$ cat config.mk
export PLATFORM = sky130hd
export DESIGN_NAME = sorted_priority_ready_queue
export DESIGN_NICKNAME = d
export VERILOG_FILES = /design/src/sv/spq_pkg.sv /design/src/sv/spq_ram.sv /design/src/sv/spq_ctrl.sv /design/src/sv/spq_dp.sv /design/src/sv/sorted_priority_ready_queue.sv
export SDC_FILE = /design/constraint.sdc
export NUM_CORES = 1
export LEC_CHECK = 0
export ABC_CLOCK_PERIOD_IN_PS = 3800
export BUFFER_PORTS_ARGS = -buffer_cell sky130_fd_sc_hd__buf_2
export CORE_UTILIZATION = 56
export DETAILED_ROUTE_END_ITERATION = 8
export GPL_TIMING_DRIVEN = 0
export MAX_ROUTING_LAYER = met4
export PLACE_DENSITY_LB_ADDON = 0.1
export SLEW_MARGIN = 20
export SYNTH_ARGS = -nofsm -noshare
export SYNTH_HDL_FRONTEND = slang
export SYNTH_SLANG_ARGS = --single-unit
$ cat constraint.sdc
create_clock -name clk -period 3.8 [get_ports clk]
set_clock_uncertainty 0.05 [all_clocks]
set_input_delay 0.19 -clock clk [delete_from_list [all_inputs] [get_ports clk]]
set_output_delay 0.19 -clock clk [all_outputs]
set_load 0.02 [all_outputs]
$ cat src/sv/spq_pkg.sv
// ----------------------------------------------------------------------------
// spq_pkg
// Shared types and constants for the sorted priority ready queue: sizes,
// operation and status codes, controller states and control bundles.
// ----------------------------------------------------------------------------
package spq_pkg;

	localparam int DEPTH   = 32;
	localparam int ADDR_W  = $clog2(DEPTH);
	localparam int CNT_W   = $clog2(DEPTH + 1);
	localparam int ID_W    = 8;
	localparam int PRI_W   = 8;
	localparam int ENTRY_W = ID_W + PRI_W;
	localparam int COUNT_W = 6;

	typedef enum logic {
		MODE_INSERT = 1'b0,
		MODE_REMOVE = 1'b1
	} mode_t;

	typedef enum logic [1:0] {
		ST_OK    = 2'd0,
		ST_FULL  = 2'd1,
		ST_EMPTY = 2'd2
	} status_t;

	typedef enum logic [1:0] {
		S_IDLE,
		S_SHIFT,
		S_POP,
		S_RESULT
	} state_t;

	typedef struct packed {
		logic start_insert;
		logic start_remove;
		logic refuse_full;
		logic refuse_empty;
		logic shift;
		logic place;
		logic pop;
		logic load_out;
	} cmd_t;

	typedef struct packed {
		logic full;
		logic empty;
		logic shift_more;
		logic out_free;
	} sts_t;

endpackage

$ cat src/sv/spq_ram.sv
// ----------------------------------------------------------------------------
// spq_ram
// Generic single-write, single-read RAM with registered read data.
// ----------------------------------------------------------------------------
module spq_ram #(
	parameter int WIDTH = 16,
	parameter int DEPTH = 32
) (
	input  logic                     clk,
	input  logic                     we,
	input  logic [$clog2(DEPTH)-1:0] waddr,
	input  logic [WIDTH-1:0]         wdata,
	input  logic [$clog2(DEPTH)-1:0] raddr,
	output logic [WIDTH-1:0]         rdata
);

	logic [WIDTH-1:0] mem_q [DEPTH];

	always_ff @(posedge clk) begin
		if (we) begin
			mem_q[waddr] <= wdata;
		end
		rdata <= mem_q[raddr];
	end

endmodule

$ cat src/sv/spq_ctrl.sv
// ----------------------------------------------------------------------------
// spq_ctrl
// Controller: accepts one transaction at a time and sequences the insert
// walk, the pop read and the result hand-off.
// ----------------------------------------------------------------------------
module spq_ctrl (
	input  logic          clk,
	input  logic          arst_n,
	input  logic          in_valid,
	output logic          in_stall,
	input  logic          mode,
	input  spq_pkg::sts_t sts,
	output spq_pkg::cmd_t cmd
);

	spq_pkg::state_t state_q, state_nxt;

	always_ff @(posedge clk or negedge arst_n) begin
		if (!arst_n) begin
			state_q <= spq_pkg::S_IDLE;
		end else begin
			state_q <= state_nxt;
		end
	end

	// next state
	always_comb begin
		state_nxt = state_q;
		unique case (state_q)
			spq_pkg::S_IDLE: begin
				if (in_valid) begin
					if (mode == spq_pkg::MODE_INSERT) begin
						state_nxt = sts.full ? spq_pkg::S_RESULT : spq_pkg::S_SHIFT;
					end else begin
						state_nxt = sts.empty ? spq_pkg::S_RESULT : spq_pkg::S_POP;
					end
				end
			end
			spq_pkg::S_SHIFT: begin
				if (!sts.shift_more) begin
					state_nxt = spq_pkg::S_RESULT;
				end
			end
			spq_pkg::S_POP: begin
				state_nxt = spq_pkg::S_RESULT;
			end
			spq_pkg::S_RESULT: begin
				if (sts.out_free) begin
					state_nxt = spq_pkg::S_IDLE;
				end
			end
			default: state_nxt = spq_pkg::S_IDLE;
		endcase
	end

	// outputs
	always_comb begin
		cmd      = '0;
		in_stall = (state_q != spq_pkg::S_IDLE);
		unique case (state_q)
			spq_pkg::S_IDLE: begin
				if (in_valid) begin
					if (mode == spq_pkg::MODE_INSERT) begin
						cmd.refuse_full  = sts.full;
						cmd.start_insert = !sts.full;
					end else begin
						cmd.refuse_empty = sts.empty;
						cmd.start_remove = !sts.empty;
					end
				end
			end
			spq_pkg::S_SHIFT: begin
				cmd.shift = sts.shift_more;
				cmd.place = !sts.shift_more;
			end
			spq_pkg::S_POP: begin
				cmd.pop = 1'b1;
			end
			spq_pkg::S_RESULT: begin
				cmd.load_out = sts.out_free;
			end
			default: cmd = '0;
		endcase
	end

endmodule

$ cat src/sv/spq_dp.sv
// ----------------------------------------------------------------------------
// spq_dp
// Datapath: entry store, occupancy, insert walk pointer, pending result and
// output register.
// ----------------------------------------------------------------------------
module spq_dp (
	input  logic                       clk,
	input  logic                       arst_n,
	input  spq_pkg::cmd_t              cmd,
	output spq_pkg::sts_t              sts,
	input  logic [spq_pkg::ID_W-1:0]   process_id,
	input  logic [spq_pkg::PRI_W-1:0]  priority_req,
	output logic                       out_valid,
	input  logic                       out_stall,
	output logic [spq_pkg::ID_W-1:0]   removed_id,
	output logic [spq_pkg::PRI_W-1:0]  removed_priority,
	output logic                       removed_valid,
	output logic [1:0]                 status,
	output logic [spq_pkg::COUNT_W-1:0] entry_count
);

	logic [spq_pkg::CNT_W-1:0]   occ_q;
	logic [spq_pkg::ADDR_W-1:0]  pos_q;
	logic [spq_pkg::ID_W-1:0]    id_q;
	logic [spq_pkg::PRI_W-1:0]   pri_q;

	logic [spq_pkg::ID_W-1:0]    res_id_q;
	logic [spq_pkg::PRI_W-1:0]   res_pri_q;
	logic                        res_valid_q;
	spq_pkg::status_t            res_status_q;

	logic                        out_valid_q;
	logic [spq_pkg::ID_W-1:0]    out_id_q;
	logic [spq_pkg::PRI_W-1:0]   out_pri_q;
	logic                        out_rvalid_q;
	spq_pkg::status_t            out_status_q;
	logic [spq_pkg::COUNT_W-1:0] out_count_q;

	logic                         we;
	logic [spq_pkg::ADDR_W-1:0]   raddr;
	logic [spq_pkg::ENTRY_W-1:0]  wdata;
	logic [spq_pkg::ENTRY_W-1:0]  rdata;
	logic [spq_pkg::ADDR_W-1:0]   occ_top;
	logic [spq_pkg::PRI_W-1:0]    rd_pri;

	assign occ_top = spq_pkg::ADDR_W'(occ_q - spq_pkg::CNT_W'(1));
	assign rd_pri  = rdata[spq_pkg::PRI_W-1:0];

	// status back to the controller
	assign sts.full       = (occ_q == spq_pkg::CNT_W'(spq_pkg::DEPTH));
	assign sts.empty      = (occ_q == '0);
	assign sts.shift_more = (pos_q != '0) && (rd_pri > pri_q);
	assign sts.out_free   = !out_valid_q || !out_stall;

	// store ports: read always targets the slot just below the next position
	always_comb begin
		we    = cmd.shift || cmd.place;
		wdata = cmd.shift ? rdata : {id_q, pri_q};
		if (cmd.start_insert || cmd.start_remove) begin
			raddr = occ_top;
		end else begin
			raddr = pos_q - spq_pkg::ADDR_W'(2);
		end
	end

	spq_ram #(
		.WIDTH (spq_pkg::ENTRY_W),
		.DEPTH (spq_pkg::DEPTH)
	) u_store (
		.clk   (clk),
		.we    (we),
		.waddr (pos_q),
		.wdata (wdata),
		.raddr (raddr),
		.rdata (rdata)
	);

	always_ff @(posedge clk or negedge arst_n) begin
		if (!arst_n) begin
			occ_q <= '0;
		end else if (cmd.start_remove) begin
			occ_q <= occ_q - spq_pkg::CNT_W'(1);
		end else if (cmd.place) begin
			occ_q <= occ_q + spq_pkg::CNT_W'(1);
		end
	end

	always_ff @(posedge clk) begin
		if (cmd.start_insert) begin
			pos_q <= spq_pkg::ADDR_W'(occ_q);
			id_q  <= process_id;
			pri_q <= priority_req;
		end else if (cmd.shift) begin
			pos_q <= pos_q - spq_pkg::ADDR_W'(1);
		end
	end

	// pending result
	always_ff @(posedge clk) begin
		if (cmd.refuse_full || cmd.refuse_empty || cmd.place) begin
			res_id_q     <= '0;
			res_pri_q    <= '0;
			res_valid_q  <= 1'b0;
			res_status_q <= cmd.refuse_full  ? spq_pkg::ST_FULL  :
			                cmd.refuse_empty ? spq_pkg::ST_EMPTY : spq_pkg::ST_OK;
		end else if (cmd.pop) begin
			res_id_q     <= rdata[spq_pkg::ENTRY_W-1:spq_pkg::PRI_W];
			res_pri_q    <= rd_pri;
			res_valid_q  <= 1'b1;
			res_status_q <= spq_pkg::ST_OK;
		end
	end

	// output register
	always_ff @(posedge clk or negedge arst_n) begin
		if (!arst_n) begin
			out_valid_q <= 1'b0;
		end else if (cmd.load_out) begin
			out_valid_q <= 1'b1;
		end else if (!out_stall) begin
			out_valid_q <= 1'b0;
		end
	end

	always_ff @(posedge clk) begin
		if (cmd.load_out) begin
			out_id_q     <= res_id_q;
			out_pri_q    <= res_pri_q;
			out_rvalid_q <= res_valid_q;
			out_status_q <= res_status_q;
			out_count_q  <= spq_pkg::COUNT_W'(occ_q);
		end
	end

	assign out_valid        = out_valid_q;
	assign removed_id       = out_id_q;
	assign removed_priority = out_pri_q;
	assign removed_valid    = out_rvalid_q;
	assign status           = out_status_q;
	assign entry_count      = out_count_q;

endmodule

$ cat src/sv/sorted_priority_ready_queue.sv
// ----------------------------------------------------------------------------
// sorted_priority_ready_queue
// Ready queue of (process id, priority) entries kept in ascending priority
// order in a single-port-write RAM; remove pops the highest priority entry.
// ----------------------------------------------------------------------------
// Sequencing: an accepted insert walks in S_SHIFT, one RAM entry per cycle,
//   past the k entries of strictly greater priority (0..DEPTH-1), then places
//   the new entry; a remove passes through S_POP; a refused insert (full) or
//   remove (empty) goes straight to S_RESULT, which loads the output register
//   once it is free. Throughput: one transaction in flight; the next can be
//   accepted in the cycle after the result is loaded.
// Reset: arst_n clears occupancy, controller state and the output valid; the
//   entry RAM is not cleared, as only data below the occupancy is ever used.
// ----------------------------------------------------------------------------
module sorted_priority_ready_queue (
	input  logic                         clk,
	input  logic                         arst_n,
	// input transaction channel
	input  logic                         in_valid,
	output logic                         in_stall,
	input  logic                         mode,
	input  logic [spq_pkg::ID_W-1:0]     process_id,
	input  logic [spq_pkg::PRI_W-1:0]    priority_req,
	// result transaction channel
	output logic                         out_valid,
	input  logic                         out_stall,
	output logic [spq_pkg::ID_W-1:0]     removed_id,
	output logic [spq_pkg::PRI_W-1:0]    removed_priority,
	output logic                         removed_valid,
	output logic [1:0]                   status,
	output logic [spq_pkg::COUNT_W-1:0]  entry_count
);

	// Command and status bundles between controller and datapath.
	spq_pkg::cmd_t cmd;
	spq_pkg::sts_t sts;

	// Controller: hold off new transactions until the current result has been
	// loaded into the output register, walk the insert one slot per cycle.
	spq_ctrl u_ctrl (
		.clk      (clk),
		.arst_n   (arst_n),
		.in_valid (in_valid),
		.in_stall (in_stall),
		.mode     (mode),
		.sts      (sts),
		.cmd      (cmd)
	);

	// Datapath: the sorted store, occupancy, walk pointer and the output
	// register that parts the result channel from the controller.
	spq_dp u_dp (
		.clk              (clk),
		.arst_n           (arst_n),
		.cmd              (cmd),
		.sts              (sts),
		.process_id       (process_id),
		.priority_req     (priority_req),
		.out_valid        (out_valid),
		.out_stall        (out_stall),
		.removed_id       (removed_id),
		.removed_priority (removed_priority),
		.removed_valid    (removed_valid),
		.status           (status),
		.entry_count      (entry_count)
	);

	// An accepted transaction blocks the input until its result is loaded.
	assert property (@(posedge clk) disable iff (!arst_n)
		(in_valid && !in_stall) |=> in_stall)
		else $error("input accepted while a transaction was in flight");

	// A popped entry is only ever reported with an ok status.
	assert property (@(posedge clk) disable iff (!arst_n)
		(out_valid && removed_valid) |-> (status == spq_pkg::ST_OK))
		else $error("removed entry reported with a refusal status");

	// A refused remove means the queue held nothing.
	assert property (@(posedge clk) disable iff (!arst_n)
		(out_valid && status == spq_pkg::ST_EMPTY) |->
		(entry_count == '0 && !removed_valid))
		else $error("empty refusal with nonzero count or a removed entry");

	// A refused insert means the queue was at capacity.
	assert property (@(posedge clk) disable iff (!arst_n)
		(out_valid && status == spq_pkg::ST_FULL) |->
		(entry_count == spq_pkg::COUNT_W'(spq_pkg::DEPTH)))
		else $error("full refusal with count below capacity");

endmodule
==> load_flow_metrics.sql, run 1 <==
INSERT INTO impl_metrics (metric_group, metric, value, unit) VALUES
('sta', 'max-slew-margin-rel', '36.4', '%'),
('grt', 'first_pass_grt_wire_length', '88.5', 'mm'),
('sta', 'report.final.hold_viol_count', '0', ''),
('worst_setup_path', 'critical_path_sink_type', 'flop', ''),
('die', 'initial_utilization', '57.3', '%'),
('worst_setup_path', 'timing.critical_path.fanout_max', '10', ''),
('worst_setup_path', 'required', '4.24', 'ns'),
('detailed_routing', 'post_drt_via_cell_ratio', '6.02', ''),
('detailed_routing', 'number_of_vias_in_the_routed_layout', '14406', ''),
('placed_design', 'port-buffer-count', '47', ''),
('synth', 'post_synth_instance_area', '0.0237', 'sq mm'),
('final_layout', 'finalNetCount', '1865', ''),
('worst_setup_path', 'critical-path-max-stage-delay', '0.47', 'ns'),
('grt', 'grt_start_max_net_pins', '33', ''),
('synth', 'leading_cell_type_by_number_of_instances_after_synthesis', 'edfxtp_1', ''),
('detailed_routing', 'routed_wl', '60.6', 'mm'),
('synth', 'count_of_flip_flops_with_a_built_in_enable_after_synthesis', '560', ''),
('placed_design', 'place_ws', '-0.311', 'ns'),
('detailed_routing', 'drt-pass1-iter-count', '6', ''),
('clock_network', 'cts.path.max_buffers', '3', ''),
('worst_setup_path', 'crit_slowest_cell', 'dfrtp_1', ''),
('synth', 'synth-seq-cells', '602', ''),
('power_and_ir_drop', 'p_comb_share', '37.3', '%'),
('sta', 'max_slew.worst_pin.slew', '0.953', 'ns'),
('die', 'dieWidth', '208', 'um'),
('clock_network', 'clock-sinks', '602', ''),
('worst_setup_path', 'path_buf_inv', '4', ''),
('worst_setup_path', 'worstPathArrival', '4.14', 'ns'),
('worst_setup_path', 'timing.critical_path.cells', 'inv_1 > ha_1 > nor4b_4 > a21oi_4 > buf_6 > nand3_1 > o31ai_4 > buf_4 > buf_2 > a32oi_1 > a31oi_1 > nor4_4', ''),
('power_and_ir_drop', 'switching_fraction', '37.7', '%'),
('clock_network', 'root_buffer', 'clkbuf_16', ''),
('sta', 'fin_crit_sh', '97.3', '%'),
('synth', 'synth_common_cells', 'edfxtp_1 (560), nand2_1 (422), nand3_1 (137)', ''),
('final_layout', 'finalInstanceArea', '0.0274', 'sq mm'),
('power_and_ir_drop', 'p_int', '14.1', 'mW'),
('die', 'core_area', '0.0413', 'sq mm'),
('run_status', 'outcome', 'finished clean', ''),
('sta', 'setup-tns-final', '0', 'ns'),
('power_and_ir_drop', 'seqPwrFrac', '38.6', '%'),
('synth', 'synth-warning-count', '0', ''),
('synth', 'synth_fp_nets', '1707', ''),
('synth', 'synth_cell_types', '45', ''),
('die', 'die_area', '0.0431', 'sq mm'),
('clock_network', 'clock_latency', '0.61', 'ns'),
('min_path', 'worst_hold_path_type', 'in2reg', ''),
('sta', 'min_period', '3.70', 'ns'),
('power_and_ir_drop', 'power_density', '829', 'mW/mm^2'),
('power_and_ir_drop', 'clkPwrFrac', '24.2', '%'),
('grt', 'groute.usage.overall', '29.2', '%'),
('clock_network', 'cts_tree', 'yes', ''),
('synth', 'netlist_top_cells_area', 'edfxtp_1 (71%), nand2_1 (6.7%), mux2i_1 (3.4%)', ''),
('power_and_ir_drop', 'power_switching', '8.55', 'mW'),
('power_and_ir_drop', 'power.ir.vdd_worst', '0.411', 'mV'),
('sta', 'timing.final.setup_violations', '0', ''),
('worst_setup_path', 'worstSetupStartpointType', 'flop', ''),
('power_and_ir_drop', 'static-leakage-power', '9.49', 'nW'),
('final_layout', 'fillerInstances', '2855', ''),
('detailed_routing', 'drtAntennaViolNets', '0', ''),
('grt', 'via_count_of_the_first_global_routing_pass', '13868', ''),
('clock_network', 'cts_made_buffers', '59', ''),
('placed_design', 'place_congestion', '0.964', ''),
('detailed_routing', 'drt-wirelength-per-cell', '25.3', 'um'),
('die', 'io_pins', '48', ''),
('die', 'die_height', '208', 'um'),
('synth', 'synthCells', '1665', ''),
('placed_design', 'detailed_place_hpwl', '40.6', 'mm'),
('synth', 'async_flop_share', '1.50', '%'),
('worst_setup_path', 'path_delay_family', 'compound AO/OA/AOI/OAI gates', ''),
('worst_setup_path', 'critPathKind', 'reg2reg', ''),
('synth', 'dominantRegCellSynth', 'edfxtp_1', ''),
('detailed_routing', 'dr.first_iter.drc_count', '1409', '');
[per-stage QoR]
step                      std cells  utilization, %  total power, mW
after floorplan                1665               -             13.5
after global placement         2244            59.5             16.5
after detailed placement       2269            61.0             16.9
after CTS                      2395            66.1             22.5
after global routing           2395            66.3             23.5
final                          2395            66.3             22.7
[flip-flops by register name, summed over array words and instances (netlist names), 8 cells and up]
register and flops:
u_dp.id_q 8, u_dp.pri_q 8, u_dp.removed_id 8, u_dp.removed_priority 8, u_dp.res_id_q 8, u_dp.res_pri_q 8
u_dp.u_store.mem_q 512, u_dp.u_store.rdata 16
[metal layers]
| metal | track usage [%] | wire, um | vias to the layer above |
|---|---|---|---|
| met3 | 6.97 | 5450 | 121 |
| met2 | 44.2 | 28200 | 631 |
| met4 | 11.1 | 2280 | 0 |
| li1 | - | - | 6525 |
| met5 | - | 0 | - |
| met1 | 38.6 | 24600 | 7129 |
[path summary, 6_finish.rpt]
check	start	to	slack (ns)	cells after the start
max in group asynchronous	arst_n	u_dp.occ_q[1]	2.87	3
worst max-delay path	u_dp.occ_q[0]	u_dp.u_store.rdata[6]	0.10	12
worst max register to register	u_dp.occ_q[0]	u_dp.u_store.rdata[6]	0.10	12
min in group asynchronous	arst_n	u_ctrl.state_q[1]	0.53	3
worst min-delay path	priority_req[6]	u_dp.pri_q[6]	0.25	2
worst min register to register	u_dp.res_status_q[0]	u_dp.status[0]	0.37	0
[area by class of cell]
class	count	area [sq um]	area share, %
plain buffers	87	478	1.75
repair buffers	98	930	3.39
clock inverters	12	86.3	0.315
clock buffers	88	1700	6.21
multi-input cells	954	5740	21.0
flip-flops and latches	602	17700	64.6
inverters	21	78.8	0.288
well taps	532	666	2.43
diodes	1	2.50	0.00914
[kinds of logic after synthesis]
logic type	Yosys count	share of synthesized area, %
compound gates	169	5.32
xor+xnor	13	0.481
fa+ha+maj	21	1.11
buf+inv	109	2.30
flops	602	74.8
mux	92	3.95
simple gates	659	12.1
[placed cells by master, fill, tap and decap left out, types with 12 or more instances in the layout]
master         count
nor4_2            12
clkbuf_16         59
inv_1             21
mux2i_1           80
a32oi_1           64
buf_2             92
nand2_1          422
nand3_1          137
dlygate4sd3_1     21
a31oi_1           58
clkbuf_1          33
edfxtp_1         560
dfxtp_1           33
nor2_1            31
nor2_2            32
buf_6             19
ha_1              21
[power groups by stage]
stage | combinational, mW | sequential [mW] | clock [mW]
finish | 8.46 | 8.75 | 5.49
global route | 8.93 | 8.80 | 5.77
CTS | 8.21 | 8.75 | 5.53
detailed placement | 8.05 | 8.88 | 0
global placement | 7.56 | 8.96 | 0
floorplan | 4.55 | 8.97 | 0
[timing repair]
action	4_1_cts	5_1_grt
buffers inserted	5	0
endpoints found under the setup margin	171	360
pin swaps	2	1
endpoints found under the hold margin	34	0
gates resized for setup	12	27
hold buffers	21	0
Power figures use the tool's default switching activity.
==> run 2, diff against run 1 <==
--- a/config.mk
+++ b/config.mk
@@ -5,13 +5,14 @@
 export SDC_FILE = /design/constraint.sdc
 export NUM_CORES = 1
 export LEC_CHECK = 0
-export ABC_CLOCK_PERIOD_IN_PS = 3800
+export ABC_CLOCK_PERIOD_IN_PS = 3730
 export BUFFER_PORTS_ARGS = -buffer_cell sky130_fd_sc_hd__buf_2
-export CORE_UTILIZATION = 56
+export CORE_UTILIZATION = 62
 export DETAILED_ROUTE_END_ITERATION = 8
 export GPL_TIMING_DRIVEN = 0
 export MAX_ROUTING_LAYER = met4
 export PLACE_DENSITY_LB_ADDON = 0.1
+export SETUP_SLACK_MARGIN = 0.1
 export SLEW_MARGIN = 20
 export SYNTH_ARGS = -nofsm -noshare
 export SYNTH_HDL_FRONTEND = slang
==> constraint.sdc (replaced) <==
create_clock -name clk -period 3.73 [get_ports clk]
set_clock_uncertainty 0.05 [all_clocks]
set_input_delay 0.1865 -clock clk [delete_from_list [all_inputs] [get_ports clk]]
set_output_delay 0.1865 -clock clk [all_outputs]
set_load 0.02 [all_outputs]
==> run 2 against run 1 <==
Compared with the run above: cell count shrank 0.63%; critical path depth is 2 lower; routed wire length fell by 1.3%; setup slack gained 0.038 ns; total power up 0.83%; core utilization up 6.3 points; critical endpoint is now u_dp.u_store.rdata[2]; combinational power about the same; sequential share of layout area is 0.25 points higher; sequential power increased by 2.4%.
==> load_flow_metrics.sql, run 2 (synthesis results as in run 1) <==
INSERT INTO impl_metrics (metric_group, metric, value, unit) VALUES
('final_layout', 'largest_reg_flops', '512', ''),
('final_layout', 'layout_cells_excl_fill', '2380', ''),
('worst_setup_path', 'critical-path-max-stage-delay', '0.51', 'ns'),
('final_layout', 'mostFrequentLayoutCell', 'edfxtp_1', ''),
('final_layout', 'area_growth_syn_to_layout', '15.2', '%'),
('clock_network', 'htree_num_levels', '2', ''),
('final_layout', 'multiInputGateArea', '0.00574', 'sq mm'),
('sta', 'rsz0062_at_grt', 'true', ''),
('final_layout', 'finalNetCount', '1862', ''),
('clock_network', 'clock_slew_at_reported_path_ffs', '0.07', 'ns'),
('grt', 'first_pass_grt_wire_length', '87.5', 'mm'),
('worst_setup_path', 'timing.critical_path.fanout_max', '10', ''),
('clock_network', 'clock-sinks', '602', ''),
('sta', 'timing.final.setup_violations', '0', ''),
('detailed_routing', 'drt-wirelength-per-cell', '25.1', 'um'),
('final_layout', 'largestRegisters', 'u_dp.u_store.mem_q x512, u_dp.u_store.rdata x16', ''),
('worst_setup_path', 'crit_slowest_cell', 'clkbuf_1', ''),
('grt', 'via_count_of_the_first_global_routing_pass', '14258', ''),
('flow_run', 'max-cap-violations', '0', ''),
('placed_design', 'place_inst', '2241', ''),
('power_and_ir_drop', 'power_density', '839', 'mW/mm^2'),
('worst_setup_path', 'worstPathArrival', '4.03', 'ns'),
('power_and_ir_drop', 'sum_of_internal_switching_and_leakage_power', '22.9', 'mW'),
('placed_design', 'port-buffer-count', '47', ''),
('placed_design', 'place_congestion', '0.923', ''),
('final_layout', 'n_antenna_cell', '0', ''),
('final_layout', 'biggest_register', 'u_dp.u_store.mem_q', ''),
('die', 'die_area', '0.0390', 'sq mm'),
('die', 'initial_utilization', '63.0', '%'),
('detailed_routing', 'drc', '0', ''),
('grt', 'grt_start_max_net_pins', '33', ''),
('min_path', 'worst_hold_path_type', 'in2reg', ''),
('die', 'io_pins', '48', ''),
('placed_design', 'detailed_place_hpwl', '40.0', 'mm'),
('run_status', 'outcome', 'finished clean', ''),
('final_layout', 'final-seq-area', '0.0177', 'sq mm'),
('sta', 'fmax', '0.279', 'GHz'),
('final_layout', 'final_layout_size_suffix_gt1_share', '16.9', '%'),
('sta', 'min_period', '3.59', 'ns'),
('sta', 'report.final.hold_viol_count', '0', ''),
('detailed_routing', 'number_of_vias_in_the_routed_layout', '14685', ''),
('clock_network', 'cts_made_buffers', '57', ''),
('grt', 'globalRoute.totalOverflow', '0', ''),
('clock_network', 'clock_latency', '0.62', 'ns'),
('clock_network', 'cts.path.max_buffers', '3', ''),
('die', 'std_cell_rows', '71', ''),
('worst_setup_path', 'worstSetupStartpointType', 'flop', ''),
('sta', 'hold-worst-slack', '0.231', 'ns'),
('detailed_routing', 'drtAntennaViolNets', '0', ''),
('clock_network', 'root_buffer', 'clkbuf_16', ''),
('worst_setup_path', 'required', '4.17', 'ns'),
('sta', 'max_slew.worst_pin.slew', '0.938', 'ns'),
('worst_setup_path', 'critPathKind', 'reg2reg', ''),
('worst_setup_path', 'timing.critical_path.cells', 'inv_1 > ha_1 > nor4b_4 > a21oi_4 > buf_4 > mux2i_4 > clkbuf_1 > nand3_1 > a31oi_1 > nor4_2', ''),
('die', 'dieWidth', '197', 'um'),
('sta', 'fin_crit_sh', '96.2', '%'),
('detailed_routing', 'routed_wl', '59.8', 'mm'),
('sta', 'max-slew-margin-rel', '37.4', '%'),
('detailed_routing', 'drt-pass1-iter-count', '5', ''),
('detailed_routing', 'post_drt_via_cell_ratio', '6.17', ''),
('die', 'core_area', '0.0376', 'sq mm'),
('sta', 'final-max-slew-violation-count', '0', ''),
('grt', 'antenna_violations_before_repair', '1', ''),
('power_and_ir_drop', 'power.ir.vdd_worst', '0.577', 'mV'),
('die', 'die_height', '197', 'um'),
('worst_setup_path', 'critical_path_sink_type', 'flop', ''),
('grt', 'groute.usage.overall', '32.3', '%'),
('detailed_routing', 'dr.first_iter.drc_count', '1473', ''),
('clock_network', 'cts_tree', 'yes', ''),
('final_layout', 'fillerInstances', '2393', ''),
('final_layout', 'most_frequent_cells_in_the_layout', 'edfxtp_1 (560), nand2_1 (422), nand3_1 (137), buf_2 (90), mux2i_1 (80)', ''),
('power_and_ir_drop', 'static-leakage-power', '9.45', 'nW');
[run 2: layout make-up]
class / count / share of cell area (%)
multi-input cells: 954 / 21.0
inverters: 21 / 0.289
clock buffers: 76 / 5.65
clock inverters: 32 / 0.729
well taps: 511 / 2.34
flip-flops and latches: 602 / 64.9
repair buffers: 97 / 3.25
plain buffers: 87 / 1.81
[run 2: worst paths after layout]
path                                      startpoint               endpoint  depth (start not counted)  slack [ns]
worst max-delay path                   u_dp.occ_q[0]  u_dp.u_store.rdata[2]                         10        0.14
worst max register to register         u_dp.occ_q[0]  u_dp.u_store.rdata[2]                         10        0.14
worst min register to register  u_dp.res_status_q[1]         u_dp.status[1]                          0        0.37
max in group asynchronous                     arst_n          u_dp.occ_q[0]                          3        2.77
worst min-delay path                   process_id[1]           u_dp.id_q[1]                          2        0.23
min in group asynchronous                     arst_n      u_ctrl.state_q[1]                          3        0.54
[run 2: metal layers]
metal  wire length, um  global-route usage [%]  vias up
met2             28900                    50.5      645
met1             23200                    41.7     7349
met3              5240                    5.89      163
li1                  -                       -     6528
met4              2450                    14.3        0
met5                 0                       -        -
[run 2: worst max-delay path, delay by kind of cell, from the launching register on]
family | cells | cell delay [ns]
flip-flops | 1 | 0.46
multiplexers | 1 | 0.43
adder cells (fa/ha/maj) | 1 | 0.29
AND/OR/NAND/NOR | 3 | 0.65
buffers and inverters | 3 | 0.88
AO/OA/AOI/OAI | 2 | 0.69
[run 2: report_power, final]
part	switching, mW	total [mW]	internal, mW
registers	0.323	8.96	8.63
logic	5.89	8.49	2.61
clock network	2.41	5.43	3.03
total	8.61	22.9	14.3
[run 2: metrics by stage]
step	cell area, sq um	TNS (ns)	utilization (%)	setup slack [ns]
global placement	24500	-570.46	65.3	-2.87
global route	27300	0	72.6	0.0636
finish	27300	0	72.6	0.141
floorplan	23700	0	-	0.157
detailed placement	25100	-5.66	66.7	-0.383
CTS	27200	0	72.3	0.0564
[run 2: what timing repair did]
item	in CTS	in global routing
buffers inserted	6	5
pin swaps	2	5
resized for setup	20	34
endpoints found under the hold margin	34	0
endpoints found under the setup margin	224	209
hold buffers	21	0
